File: src/rtl/page_replacement_with_swap_top_macros.svh
// Assertion macros shared by the page replacement block.
`ifndef PAGE_REPLACEMENT_WITH_SWAP_TOP_MACROS_SVH
`define PAGE_REPLACEMENT_WITH_SWAP_TOP_MACROS_SVH

// Same-cycle implication, disabled while reset is asserted
`define PRA_ASSERT_NOW(label, clk, rst_n, ante, cons, msg) \
	label: assert property (@(posedge clk) disable iff (!(rst_n)) (ante) |-> (cons)) \
		else $error(msg);

// Next-cycle implication, disabled while reset is asserted
`define PRA_ASSERT_NEXT(label, clk, rst_n, ante, cons, msg) \
	label: assert property (@(posedge clk) disable iff (!(rst_n)) (ante) |=> (cons)) \
		else $error(msg);

`endif

File: src/rtl/pra_pkg.sv
// Shared types, codes and constants of the page replacement block.
package pra_pkg;

	// Highest valid page number
	localparam int PAGE_COUNT = 255;
	// Default number of queue cells
	localparam int MAX_RESIDENT_DEF = 16;

	// Page place store geometry
	localparam int PAGE_W = 8;
	localparam int PLACE_DEPTH = 256;

	// Page place codes
	localparam logic [1:0] PLACE_NEVER = 2'd0;
	localparam logic [1:0] PLACE_RESIDENT = 2'd1;
	localparam logic [1:0] PLACE_SWAPPED = 2'd2;

	// Replacement policy codes (unused code behaves as FIFO)
	localparam logic [1:0] MODE_FIFO = 2'd0;
	localparam logic [1:0] MODE_LRU = 2'd1;
	localparam logic [1:0] MODE_RANDOM = 2'd2;

	// Result outcome codes
	localparam logic [1:0] OUT_HIT = 2'd0;
	localparam logic [1:0] OUT_FILL = 2'd1;
	localparam logic [1:0] OUT_EVICT = 2'd2;
	localparam logic [1:0] OUT_ERROR = 2'd3;

	// Register indexes
	localparam logic [1:0] REG_RESIDENT_LIMIT = 2'd0;
	localparam logic [1:0] REG_SWAP_LIMIT = 2'd1;
	localparam logic [1:0] REG_REPLACE_MODE = 2'd2;

	// Register reset values
	localparam logic [4:0] RESIDENT_LIMIT_RST = 5'd16;
	localparam logic [7:0] SWAP_LIMIT_RST = 8'd255;
	localparam logic [1:0] REPLACE_MODE_RST = MODE_FIFO;

	// Victim LFSR
	localparam logic [15:0] LFSR_SEED = 16'hACE1;
	localparam logic [15:0] LFSR_TAPS = 16'hB400;

	// Fault counter
	localparam logic [15:0] FAULT_MAX = 16'hFFFF;

	// Remainder unit: one dividend bit per cycle
	localparam int MOD_STEPS = 16;

	// Sequencer states
	typedef enum logic [2:0] {
		ST_IDLE,
		ST_LOOK,
		ST_DIV,
		ST_EVICT,
		ST_FILL
	} state_t;

	// Page place store write
	typedef struct packed {
		logic en;
		logic [PAGE_W-1:0] addr;
		logic [1:0] place;
	} pmem_wr_t;

	// Resident queue command
	typedef struct packed {
		logic push;
		logic shift;
		logic [PAGE_W-1:0] page;
	} qcmd_t;

endpackage

File: src/rtl/page_replacement_with_swap_top.sv
// Top level of the page replacement block with swap tracking.
//
//  Channel  Dir  Handshake          Payload
//  in       in   in_valid/in_ready  page_number
//  out      out  out_valid/out_ready outcome, evicted_page, fault_total
//  cfg      in   APB psel/penable   paddr, pwdata, prdata
//
// A hit, a free-frame fill, an error or an ignored page is accepted with the
// page place read, then decided. FIFO and LRU eviction go on through the evict
// and fill states; random eviction first waits on the remainder unit.
// One request is in flight at a time; the result register frees the input side.
// Reset clears place valid bits, queue count, counters, halt flag; seeds LFSR.
// A stalled result holds the sequencer in its final state until taken.
module page_replacement_with_swap_top
	import pra_pkg::*;
#(
	parameter int MAX_RESIDENT = MAX_RESIDENT_DEF
) (
	input logic clk,
	input logic arst_n,
	input logic in_valid,
	output logic in_ready,
	input logic [7:0] page_number,
	output logic out_valid,
	input logic out_ready,
	output logic [1:0] outcome,
	output logic [7:0] evicted_page,
	output logic [15:0] fault_total,
	input logic psel,
	input logic penable,
	input logic pwrite,
	input logic [3:0] paddr,
	input logic [31:0] pwdata,
	output logic [31:0] prdata,
	output logic pready
);

	`include "page_replacement_with_swap_top_macros.svh"

	localparam int CW = $clog2(MAX_RESIDENT + 1);
	localparam int IW = (MAX_RESIDENT > 1) ? $clog2(MAX_RESIDENT) : 1;
	localparam int LW = (CW > 5) ? CW : 5;

	state_t state_q, state_nxt;

	logic [4:0] resident_limit_q;
	logic [7:0] swap_limit_q;
	logic [1:0] replace_mode_q;
	logic [7:0] page_q;
	logic [7:0] swap_cnt_q;
	logic [15:0] fault_q;
	logic [15:0] lfsr_q;
	logic [15:0] lfsr_nxt;
	logic halted_q;
	logic [IW-1:0] idx_q;
	logic [7:0] victim_q;
	logic out_valid_q;
	logic [1:0] outcome_q;
	logic [7:0] evicted_q;
	logic [15:0] fault_out_q;

	logic cfg_wr;
	logic [1:0] place;
	pmem_wr_t mem_wr;
	qcmd_t qcmd;
	logic [IW-1:0] q_idx;
	logic [CW-1:0] q_count;
	logic q_hit;
	logic [IW-1:0] q_match_idx;
	logic [7:0] q_sel_page;
	logic mod_start;
	logic mod_done;
	logic [IW-1:0] mod_rem;

	logic [4:0] lim_raw;
	logic [LW-1:0] frame_lim;
	logic mem_full;
	logic swap_full;
	logic in_range;
	logic lk_err;
	logic lk_evict;
	logic out_free;

	logic commit;
	logic [1:0] res_outcome;
	logic [7:0] res_evicted;
	logic fault_inc;
	logic halt_set;
	logic lfsr_step;
	logic idx_zero;
	logic swap_inc;
	logic victim_load;
	logic [15:0] fault_nxt;

	// Configuration port
	assign pready = 1'b1;
	assign cfg_wr = psel && penable && pwrite;

	always_ff @(posedge clk or negedge arst_n) begin
		if (!arst_n) begin
			resident_limit_q <= RESIDENT_LIMIT_RST;
			swap_limit_q <= SWAP_LIMIT_RST;
			replace_mode_q <= REPLACE_MODE_RST;
		end else if (cfg_wr) begin
			case (paddr[3:2])
				REG_RESIDENT_LIMIT: resident_limit_q <= pwdata[4:0];
				REG_SWAP_LIMIT: swap_limit_q <= pwdata[7:0];
				REG_REPLACE_MODE: replace_mode_q <= pwdata[1:0];
				default: ;
			endcase
		end
	end

	always_comb begin
		case (paddr[3:2])
			REG_RESIDENT_LIMIT: prdata = {27'd0, resident_limit_q};
			REG_SWAP_LIMIT: prdata = {24'd0, swap_limit_q};
			REG_REPLACE_MODE: prdata = {30'd0, replace_mode_q};
			default: prdata = '0;
		endcase
	end

	// Storage units
	pra_place_mem u_place (
		.clk (clk),
		.arst_n (arst_n),
		.rd_en (in_valid && in_ready),
		.rd_addr (page_number),
		.rd_place (place),
		.wr (mem_wr)
	);

	pra_queue #(
		.MAX_RESIDENT (MAX_RESIDENT)
	) u_queue (
		.clk (clk),
		.arst_n (arst_n),
		.cmd (qcmd),
		.idx (q_idx),
		.count (q_count),
		.match_hit (q_hit),
		.match_idx (q_match_idx),
		.sel_page (q_sel_page)
	);

	pra_mod #(
		.MAX_RESIDENT (MAX_RESIDENT)
	) u_mod (
		.clk (clk),
		.arst_n (arst_n),
		.start (mod_start),
		.dividend (lfsr_nxt),
		.divisor (q_count),
		.done (mod_done),
		.rem (mod_rem)
	);

	// Limits and lookup decode
	assign lim_raw = (resident_limit_q == 5'd0) ? 5'd1 : resident_limit_q;
	assign frame_lim = (LW'(lim_raw) > LW'(MAX_RESIDENT)) ? LW'(MAX_RESIDENT) : LW'(lim_raw);
	assign mem_full = LW'(q_count) >= frame_lim;
	assign swap_full = swap_cnt_q >= swap_limit_q;
	assign in_range = page_q != 8'd0 && 16'(page_q) <= 16'(PAGE_COUNT);
	assign lk_err = place != PLACE_RESIDENT && place != PLACE_SWAPPED && mem_full && swap_full;
	assign lk_evict = !halted_q && in_range && place != PLACE_RESIDENT && !lk_err && mem_full;
	assign out_free = !out_valid_q || out_ready;

	assign lfsr_nxt = {1'b0, lfsr_q[15:1]} ^ (lfsr_q[0] ? LFSR_TAPS : 16'd0);
	assign q_idx = (state_q == ST_LOOK) ? q_match_idx : idx_q;

	// Next state
	always_comb begin
		state_nxt = state_q;
		case (state_q)
			ST_IDLE: begin
				if (in_valid) state_nxt = ST_LOOK;
			end
			ST_LOOK: begin
				if (lk_evict) begin
					state_nxt = (replace_mode_q == MODE_RANDOM) ? ST_DIV : ST_EVICT;
				end else if (out_free) begin
					state_nxt = ST_IDLE;
				end
			end
			ST_DIV: begin
				if (mod_done) state_nxt = ST_EVICT;
			end
			ST_EVICT: state_nxt = ST_FILL;
			ST_FILL: begin
				if (out_free) state_nxt = ST_IDLE;
			end
			default: state_nxt = ST_IDLE;
		endcase
	end

	// Sequencer outputs
	always_comb begin
		in_ready = 1'b0;
		commit = 1'b0;
		res_outcome = OUT_HIT;
		res_evicted = 8'd0;
		fault_inc = 1'b0;
		halt_set = 1'b0;
		lfsr_step = 1'b0;
		mod_start = 1'b0;
		idx_zero = 1'b0;
		swap_inc = 1'b0;
		victim_load = 1'b0;
		mem_wr = '0;
		qcmd = '0;
		qcmd.page = page_q;
		case (state_q)
			ST_IDLE: in_ready = 1'b1;
			ST_LOOK: begin
				if (halted_q) begin
					commit = out_free;
					res_outcome = OUT_ERROR;
				end else if (!in_range) begin
					commit = out_free;
				end else if (place == PLACE_RESIDENT) begin
					commit = out_free;
					qcmd.shift = out_free && replace_mode_q == MODE_LRU && q_hit;
				end else if (lk_err) begin
					commit = out_free;
					res_outcome = OUT_ERROR;
					halt_set = out_free;
				end else if (!mem_full) begin
					commit = out_free;
					res_outcome = OUT_FILL;
					fault_inc = out_free;
					qcmd.push = out_free;
					mem_wr.en = out_free;
					mem_wr.addr = page_q;
					mem_wr.place = PLACE_RESIDENT;
				end else if (replace_mode_q == MODE_RANDOM) begin
					lfsr_step = 1'b1;
					mod_start = 1'b1;
				end else begin
					idx_zero = 1'b1;
				end
			end
			ST_EVICT: begin
				// victim to swap, page joins the back
				mem_wr.en = 1'b1;
				mem_wr.addr = q_sel_page;
				mem_wr.place = PLACE_SWAPPED;
				qcmd.shift = 1'b1;
				swap_inc = place != PLACE_SWAPPED;
				victim_load = 1'b1;
			end
			ST_FILL: begin
				commit = out_free;
				res_outcome = OUT_EVICT;
				res_evicted = victim_q;
				fault_inc = out_free;
				mem_wr.en = out_free;
				mem_wr.addr = page_q;
				mem_wr.place = PLACE_RESIDENT;
			end
			default: ;
		endcase
	end

	assign fault_nxt = (fault_inc && fault_q != FAULT_MAX) ? fault_q + 16'd1 : fault_q;

	// Control state
	always_ff @(posedge clk or negedge arst_n) begin
		if (!arst_n) begin
			state_q <= ST_IDLE;
			swap_cnt_q <= '0;
			fault_q <= '0;
			lfsr_q <= LFSR_SEED;
			halted_q <= 1'b0;
			out_valid_q <= 1'b0;
		end else begin
			state_q <= state_nxt;
			fault_q <= fault_nxt;
			if (swap_inc) swap_cnt_q <= swap_cnt_q + 8'd1;
			if (lfsr_step) lfsr_q <= lfsr_nxt;
			if (halt_set) halted_q <= 1'b1;
			if (commit) begin
				out_valid_q <= 1'b1;
			end else if (out_ready) begin
				out_valid_q <= 1'b0;
			end
		end
	end

	// Request and result payload
	always_ff @(posedge clk) begin
		if (in_valid && in_ready) page_q <= page_number;
		if (idx_zero) begin
			idx_q <= '0;
		end else if (mod_done) begin
			idx_q <= mod_rem;
		end
		if (victim_load) victim_q <= q_sel_page;
		if (commit) begin
			outcome_q <= res_outcome;
			evicted_q <= res_evicted;
			fault_out_q <= fault_nxt;
		end
	end

	assign out_valid = out_valid_q;
	assign outcome = outcome_q;
	assign evicted_page = evicted_q;
	assign fault_total = fault_out_q;

	// Checks
	`PRA_ASSERT_NEXT(a_halt_sticky, clk, arst_n, halted_q, halted_q, "halt flag cleared")
	`PRA_ASSERT_NOW(a_evict_nonempty, clk, arst_n, state_q == ST_EVICT, |q_count, "no victim")
	`PRA_ASSERT_NOW(a_mod_done_div, clk, arst_n, mod_done, state_q == ST_DIV, "stray done")
	`PRA_ASSERT_NOW(a_count_bound, clk, arst_n, 1'b1, q_count <= CW'(MAX_RESIDENT), "overfull")

endmodule

File: src/rtl/pra_place_mem.sv
// Page place store: synchronous memory with per-entry valid bits.
module pra_place_mem
	import pra_pkg::*;
(
	input logic clk,
	input logic arst_n,
	input logic rd_en,
	input logic [PAGE_W-1:0] rd_addr,
	output logic [1:0] rd_place,
	input pmem_wr_t wr
);

	logic [1:0] mem_q [PLACE_DEPTH];
	logic [PLACE_DEPTH-1:0] vld_q;
	logic [1:0] data_s1;
	logic vld_s1;

	// Storage array, one write port
	always_ff @(posedge clk) begin
		if (wr.en) begin
			mem_q[wr.addr] <= wr.place;
		end
	end

	// Registered read
	always_ff @(posedge clk) begin
		if (rd_en) begin
			data_s1 <= mem_q[rd_addr];
		end
	end

	// Valid bits: an unwritten entry reads as never loaded
	always_ff @(posedge clk or negedge arst_n) begin
		if (!arst_n) begin
			vld_q <= '0;
			vld_s1 <= 1'b0;
		end else begin
			if (wr.en) begin
				vld_q[wr.addr] <= 1'b1;
			end
			if (rd_en) begin
				vld_s1 <= vld_q[rd_addr];
			end
		end
	end

	assign rd_place = vld_s1 ? data_s1 : PLACE_NEVER;

endmodule

File: src/rtl/pra_queue.sv
// Resident page queue: shift cells with parallel compare.
module pra_queue
	import pra_pkg::*;
#(
	parameter int MAX_RESIDENT = MAX_RESIDENT_DEF
) (
	input logic clk,
	input logic arst_n,
	input qcmd_t cmd,
	input logic [((MAX_RESIDENT > 1) ? $clog2(MAX_RESIDENT) : 1)-1:0] idx,
	output logic [$clog2(MAX_RESIDENT+1)-1:0] count,
	output logic match_hit,
	output logic [((MAX_RESIDENT > 1) ? $clog2(MAX_RESIDENT) : 1)-1:0] match_idx,
	output logic [PAGE_W-1:0] sel_page
);

	localparam int CW = $clog2(MAX_RESIDENT + 1);
	localparam int IW = (MAX_RESIDENT > 1) ? $clog2(MAX_RESIDENT) : 1;

	logic [PAGE_W-1:0] cell_q [MAX_RESIDENT];
	logic [PAGE_W-1:0] up_cell [MAX_RESIDENT];
	logic [CW-1:0] cnt_q;
	logic [CW-1:0] last;

	assign last = cnt_q - CW'(1);

	// Neighbour above each cell
	for (genvar g = 0; g < MAX_RESIDENT; g++) begin : g_up
		if (g + 1 < MAX_RESIDENT) begin : g_mid
			assign up_cell[g] = cell_q[g+1];
		end else begin : g_top
			assign up_cell[g] = cell_q[g];
		end
	end

	// Remove at idx and append at the back, or append into a free cell
	always_ff @(posedge clk) begin
		for (int i = 0; i < MAX_RESIDENT; i++) begin
			if (cmd.shift) begin
				if (CW'(i) == last) begin
					cell_q[i] <= cmd.page;
				end else if (IW'(i) >= idx && CW'(i) < last) begin
					cell_q[i] <= up_cell[i];
				end
			end else if (cmd.push && CW'(i) == cnt_q) begin
				cell_q[i] <= cmd.page;
			end
		end
	end

	// Occupancy
	always_ff @(posedge clk or negedge arst_n) begin
		if (!arst_n) begin
			cnt_q <= '0;
		end else if (cmd.push && !cmd.shift) begin
			cnt_q <= cnt_q + CW'(1);
		end
	end

	// Parallel compare, lowest matching cell wins
	always_comb begin
		match_hit = 1'b0;
		match_idx = '0;
		for (int i = MAX_RESIDENT - 1; i >= 0; i--) begin
			if (CW'(i) < cnt_q && cell_q[i] == cmd.page) begin
				match_hit = 1'b1;
				match_idx = IW'(i);
			end
		end
	end

	assign sel_page = cell_q[idx];
	assign count = cnt_q;

endmodule

File: src/rtl/pra_mod.sv
// Restoring remainder unit: one dividend bit per cycle.
module pra_mod
	import pra_pkg::*;
#(
	parameter int MAX_RESIDENT = MAX_RESIDENT_DEF
) (
	input logic clk,
	input logic arst_n,
	input logic start,
	input logic [15:0] dividend,
	input logic [$clog2(MAX_RESIDENT+1)-1:0] divisor,
	output logic done,
	output logic [((MAX_RESIDENT > 1) ? $clog2(MAX_RESIDENT) : 1)-1:0] rem
);

	localparam int CW = $clog2(MAX_RESIDENT + 1);
	localparam int IW = (MAX_RESIDENT > 1) ? $clog2(MAX_RESIDENT) : 1;
	localparam int SW = $clog2(MOD_STEPS);

	logic [15:0] dvd_q;
	logic [CW:0] rem_q;
	logic [CW-1:0] div_q;
	logic [SW-1:0] step_q;
	logic busy_q;
	logic done_q;
	logic [CW:0] trial;

	// Bring down the next dividend bit and test against the divisor
	assign trial = {rem_q[CW-1:0], dvd_q[15]};

	always_ff @(posedge clk) begin
		if (start) begin
			dvd_q <= dividend;
			div_q <= divisor;
			rem_q <= '0;
		end else if (busy_q) begin
			dvd_q <= {dvd_q[14:0], 1'b0};
			rem_q <= (trial >= {1'b0, div_q}) ? trial - {1'b0, div_q} : trial;
		end
	end

	// Step counter and completion pulse
	always_ff @(posedge clk or negedge arst_n) begin
		if (!arst_n) begin
			busy_q <= 1'b0;
			done_q <= 1'b0;
			step_q <= '0;
		end else begin
			done_q <= 1'b0;
			if (start) begin
				busy_q <= 1'b1;
				step_q <= '0;
			end else if (busy_q) begin
				step_q <= step_q + SW'(1);
				if (step_q == SW'(MOD_STEPS - 1)) begin
					busy_q <= 1'b0;
					done_q <= 1'b1;
				end
			end
		end
	end

	assign done = done_q;
	assign rem = rem_q[IW-1:0];

endmodule

File: config.mk
export PLATFORM = sky130hd
export DESIGN_NAME = page_replacement_with_swap_top
export DESIGN_NICKNAME = d
export VERILOG_FILES = /design/src/rtl/pra_pkg.sv /design/src/rtl/page_replacement_with_swap_top.sv /design/src/rtl/pra_place_mem.sv /design/src/rtl/pra_queue.sv /design/src/rtl/pra_mod.sv
export VERILOG_INCLUDE_DIRS = /design/src /design/src/rtl
export SDC_FILE = /design/constraint.sdc
export NUM_CORES = 2
export LEC_CHECK = 0
export BUFFER_PORTS_ARGS = -buffer_cell sky130_fd_sc_hd__buf_2
export CORE_MARGIN = 4
export CORE_UTILIZATION = 50
export CTS_CLUSTER_DIAMETER = 100
export CTS_CLUSTER_SIZE = 25
export DETAILED_ROUTE_END_ITERATION = 6
export PLACE_DENSITY = 0.74
export SLEW_MARGIN = 20
export SYNTH_ARGS = -nofsm -noshare
export SYNTH_HDL_FRONTEND = slang
export SYNTH_SLANG_ARGS = --single-unit
File: constraint.sdc
create_clock -name clk -period 12 [get_ports clk]
set_clock_uncertainty 0.1 [all_clocks]
set_input_delay 1.2 -clock clk [delete_from_list [all_inputs] [get_ports clk]]
set_output_delay 1.2 -clock clk [all_outputs]
set_load 0.005 [all_outputs]
==> impl_metrics.ini <==
[power]
leakage_nw = 18.75
totalPowerFinal_mw = 9.159
pwr-share-comb = 0.287
powerDensity_nw_per_um2 = 176.0
max-vdd-ir-drop_v = 0.0001998
swShare = 0.3583
p_switching_mw = 3.282
p_seq_frac = 0.501
p_int_mw = 5.877
clkPwrFrac = 0.212

[worst_setup_path]
cpPeakStageDelay_ns = 0.79
critPathArrivalTime_ns = 7.77
endpoint_kind = flip-flop
rr_worst_depth = 14
crit_buf_inv = 3
path_cells = inv_1 -> ha_1 -> inv_1 -> a21oi_1 -> nor3_2 -> a21o_1 -> a21o_2 -> a2111oi_0 -> a221o_1 -> a221o_1 -> o31ai_1 -> nand3_4 -> buf_4 -> nor4_1
critical_path_class = flip-flop to flip-flop
crit_cells = 14
r2r-end = u_place.mem_q[193][1]
critPathSlowestCell = dfrtp_1
setup.worst_path.end = u_place.mem_q[193][1]
setup.worst_path.start = u_queue.count[1]
reg2reg_slack_ns = 4.45
critical_path.startpoint_type = flip-flop
cp_max_fo = 66
worstReg2RegStart = u_queue.count[1]
required_ns = 12.22
critPathTopFamily = compound AO/OA/AOI/OAI gates

[die]
dieArea_um2 = 103900
die_y_um = 322.4
io_pins = 112
placementRows = 115
core_um2 = 98280
die_x_um = 322.4
start_util = 0.5027

[routing]
viasPerCell = 6.355
routed_wl_um = 120200
routed.top_layer = met4
wl_per_cell_um = 25.08
met3_length_um = 10390
wl_met2_um = 56730
ant_nets = 0
drc = 0
drt-initial-drc-count = 3776
drt-met1-wl_um = 49770
detail_route.first_pass.iterations = 5
vias = 30459

[timing]
timing.slew.headroom = 0.2602
hold_violations = 0
min_period_ns = 7.553
rsz0062_at_grt = no
finalSetupViolations = 0
finalCritPeriodShare = 0.6294
worst_pin_slew_ns = 1.105
finalSetupTns_ns = 0
holdWs_ns = 0.3628
fmax_mhz = 132.4
final_max_slew_viol_count = 0

[placed_design]
dpl.cell_count = 4700
gp_congestion = 0.9655
hpwl_um = 72200
portBuffers = 60

[clock_tree]
clock_latency_ns = 0.65
cts_root_buf = clkbuf_16
cts_tree = done
clkSinkCount = 1042
ctsResizeCount = 0
clock_path_buffers = 3
cts_buffers = 49
cts_setup_buffers = 0
path_clk_slew_ns = 0.10
htree_num_levels = 2
cts_hold_buf = 0

[job]
maxCapViolCount = 0

[synth]
avgSynthCellArea_um2 = 13.72
async_flop_share = 0.3148
yosys_warnings = 0
synth_edf_count = 705
synth_ff_type = edfxtp_1
synth_cells = 3600
synth_cell_types = 87
synth_area_um2 = 49410
ys_seq_area_frac = 0.5987
ys_ff_latch = 1042

[layout]
fin_util = 0.5296
layout_common_cells = edfxtp_1 (705), dfrtp_1 (311), inv_1 (291)
fin_nets = 3545
fin_cells = 4793
layout-area-overhead-vs-synth_pct = 5.341
drive_above_1_share = 0.1826
layout_commonest_cell = edfxtp_1
fill_cells = 7937

[global_routing]
grt_pass1_vias = 30279
grt_pass1_wl_um = 186400
grt_usage = 0.2305
gr-total-overflow = 0
grt_max_degree = 241
antenna_found_initial = 2

[status]
status = complete, no violations

[worst_hold_path]
hold_path.class = flip-flop to flip-flop
routing by layer:
metal / up-vias / track usage
li1: 13298 / -
met5: - / 0
met3: 232 / 0.03846
met2: 1362 / 0.3655
met1: 15567 / 0.3363
met4: 0 / 0.05886
registers in the layout (all words and copies together), names as in the netlist, 3 cells and up:
signal,cells
u_place.mem_q,512
u_place.vld_q,256
u_queue.cell_q,128
fault_q,16
fault_total,16
lfsr_q,16
u_mod.dvd_q,16
evicted_page,8
page_q,8
swap_cnt_q,8
swap_limit_q,8
victim_q,8
resident_limit_q,5
u_mod.div_q,5
u_mod.rem_q,5
u_queue.count,5
idx_q,4
u_mod.step_q,4
state_q,3
worst min-delay path by stage:
stage	end	start	cells after the start
3_3_place_gp	u_place.vld_q[241]	u_place.vld_q[241]	2
6_report	lfsr_q[5]	lfsr_q[5]	2
5_1_grt	u_place.vld_q[110]	u_place.vld_q[110]	2
4_1_cts	lfsr_q[5]	lfsr_q[5]	2
2_1_floorplan	u_queue.cell_q[15][0]	page_q[0]	0
3_5_place_dp	u_place.vld_q[166]	u_place.vld_q[166]	2
worst min-delay path: stages (launching register included):
cell,delay [ns]
dfstp_2,0.38
nand2_1,0.05
nand2_1,0.04
synth_stat cells (all sizes together) (5+ instances only):
library cell | number | area share
dfxtp | 9 | 0.0036
or2 | 9 | 0.0011
a221o | 5 | 0.0010
nor2 | 101 | 0.0077
buf | 190 | 0.020
a311oi | 7 | 0.0012
edfxtp | 705 | 0.43
nand4 | 38 | 0.0053
dfstp | 17 | 0.0090
nor3b | 6 | 0.00091
xnor2 | 93 | 0.016
mux2i | 30 | 0.0061
a2111oi | 14 | 0.0026
clkbuf | 147 | 0.011
nand2 | 180 | 0.014
nand2b | 15 | 0.0019
a211oi | 13 | 0.0020
nand3 | 60 | 0.0061
o21ai | 59 | 0.0062
a21o | 20 | 0.0031
dfrtp | 311 | 0.16
nor3 | 275 | 0.028
a31oi | 10 | 0.0013
ha | 29 | 0.0073
o221ai | 5 | 0.00089
and3 | 20 | 0.0025
a32oi | 7 | 0.0012
a211o | 6 | 0.0011
o31a | 6 | 0.0011
or3 | 6 | 0.00076
a21oi | 45 | 0.0046
and2 | 18 | 0.0023
o2111ai | 6 | 0.0011
a221oi | 16 | 0.0030
nor4 | 37 | 0.0048
o31ai | 248 | 0.038
mux2 | 134 | 0.031
o211ai | 8 | 0.0012
xor2 | 69 | 0.012
mux4 | 255 | 0.12
nor2b | 8 | 0.0010
inv | 292 | 0.022
o41ai | 18 | 0.0036
logic make-up (layout without fill, tap and decap cells):
| logic type | Yosys count | count (layout) | share of synthesized area |
|---|---|---|---|
| buffers and inverters | 629 | 511 | 0.05343 |
| other | 2 | 26 | 0.0001520 |
| XOR/XNOR | 162 | 162 | 0.02872 |
| multiplexers | 419 | 419 | 0.1529 |
| flip-flops | 1042 | 1042 | 0.5987 |
| adder cells (fa/ha/maj) | 30 | 30 | 0.007749 |
| AO/OA/AOI/OAI | 529 | 529 | 0.07977 |
| AND/OR/NAND/NOR | 787 | 787 | 0.07863 |
area by class of cell:
cell class                 count  area, um2  share of cell area
clock buffer                  82       1350             0.02594
tap                         1287       1610             0.03094
antenna                        1      2.502          0.00004808
clock inverter                10      133.9            0.002572
multi-input combinational   1952      17420              0.3347
inverter                     292       1101             0.02116
timing repair buffer         127      847.1             0.01628
sequential                  1042      29580              0.5683
through the flow:
stage	area [um2]	setup slack, ns
after floorplan	49490	3.641
after global placement	50550	4.743
after detailed placement	50550	4.597
after CTS	52040	4.607
after global routing	52040	4.081
final	52050	4.447
power groups by stage:
stage | clock (mW) | sequential [mW] | combinational [mW]
after global placement | 0 | 4.65 | 2.56
after CTS | 1.97 | 4.58 | 2.60
final | 1.94 | 4.59 | 2.63
after floorplan | 0 | 4.61 | 1.84
after detailed placement | 0 | 4.66 | 2.59
after global routing | 2.12 | 4.61 | 2.84
No activity file was read; power rests on OpenSTA's default activity.
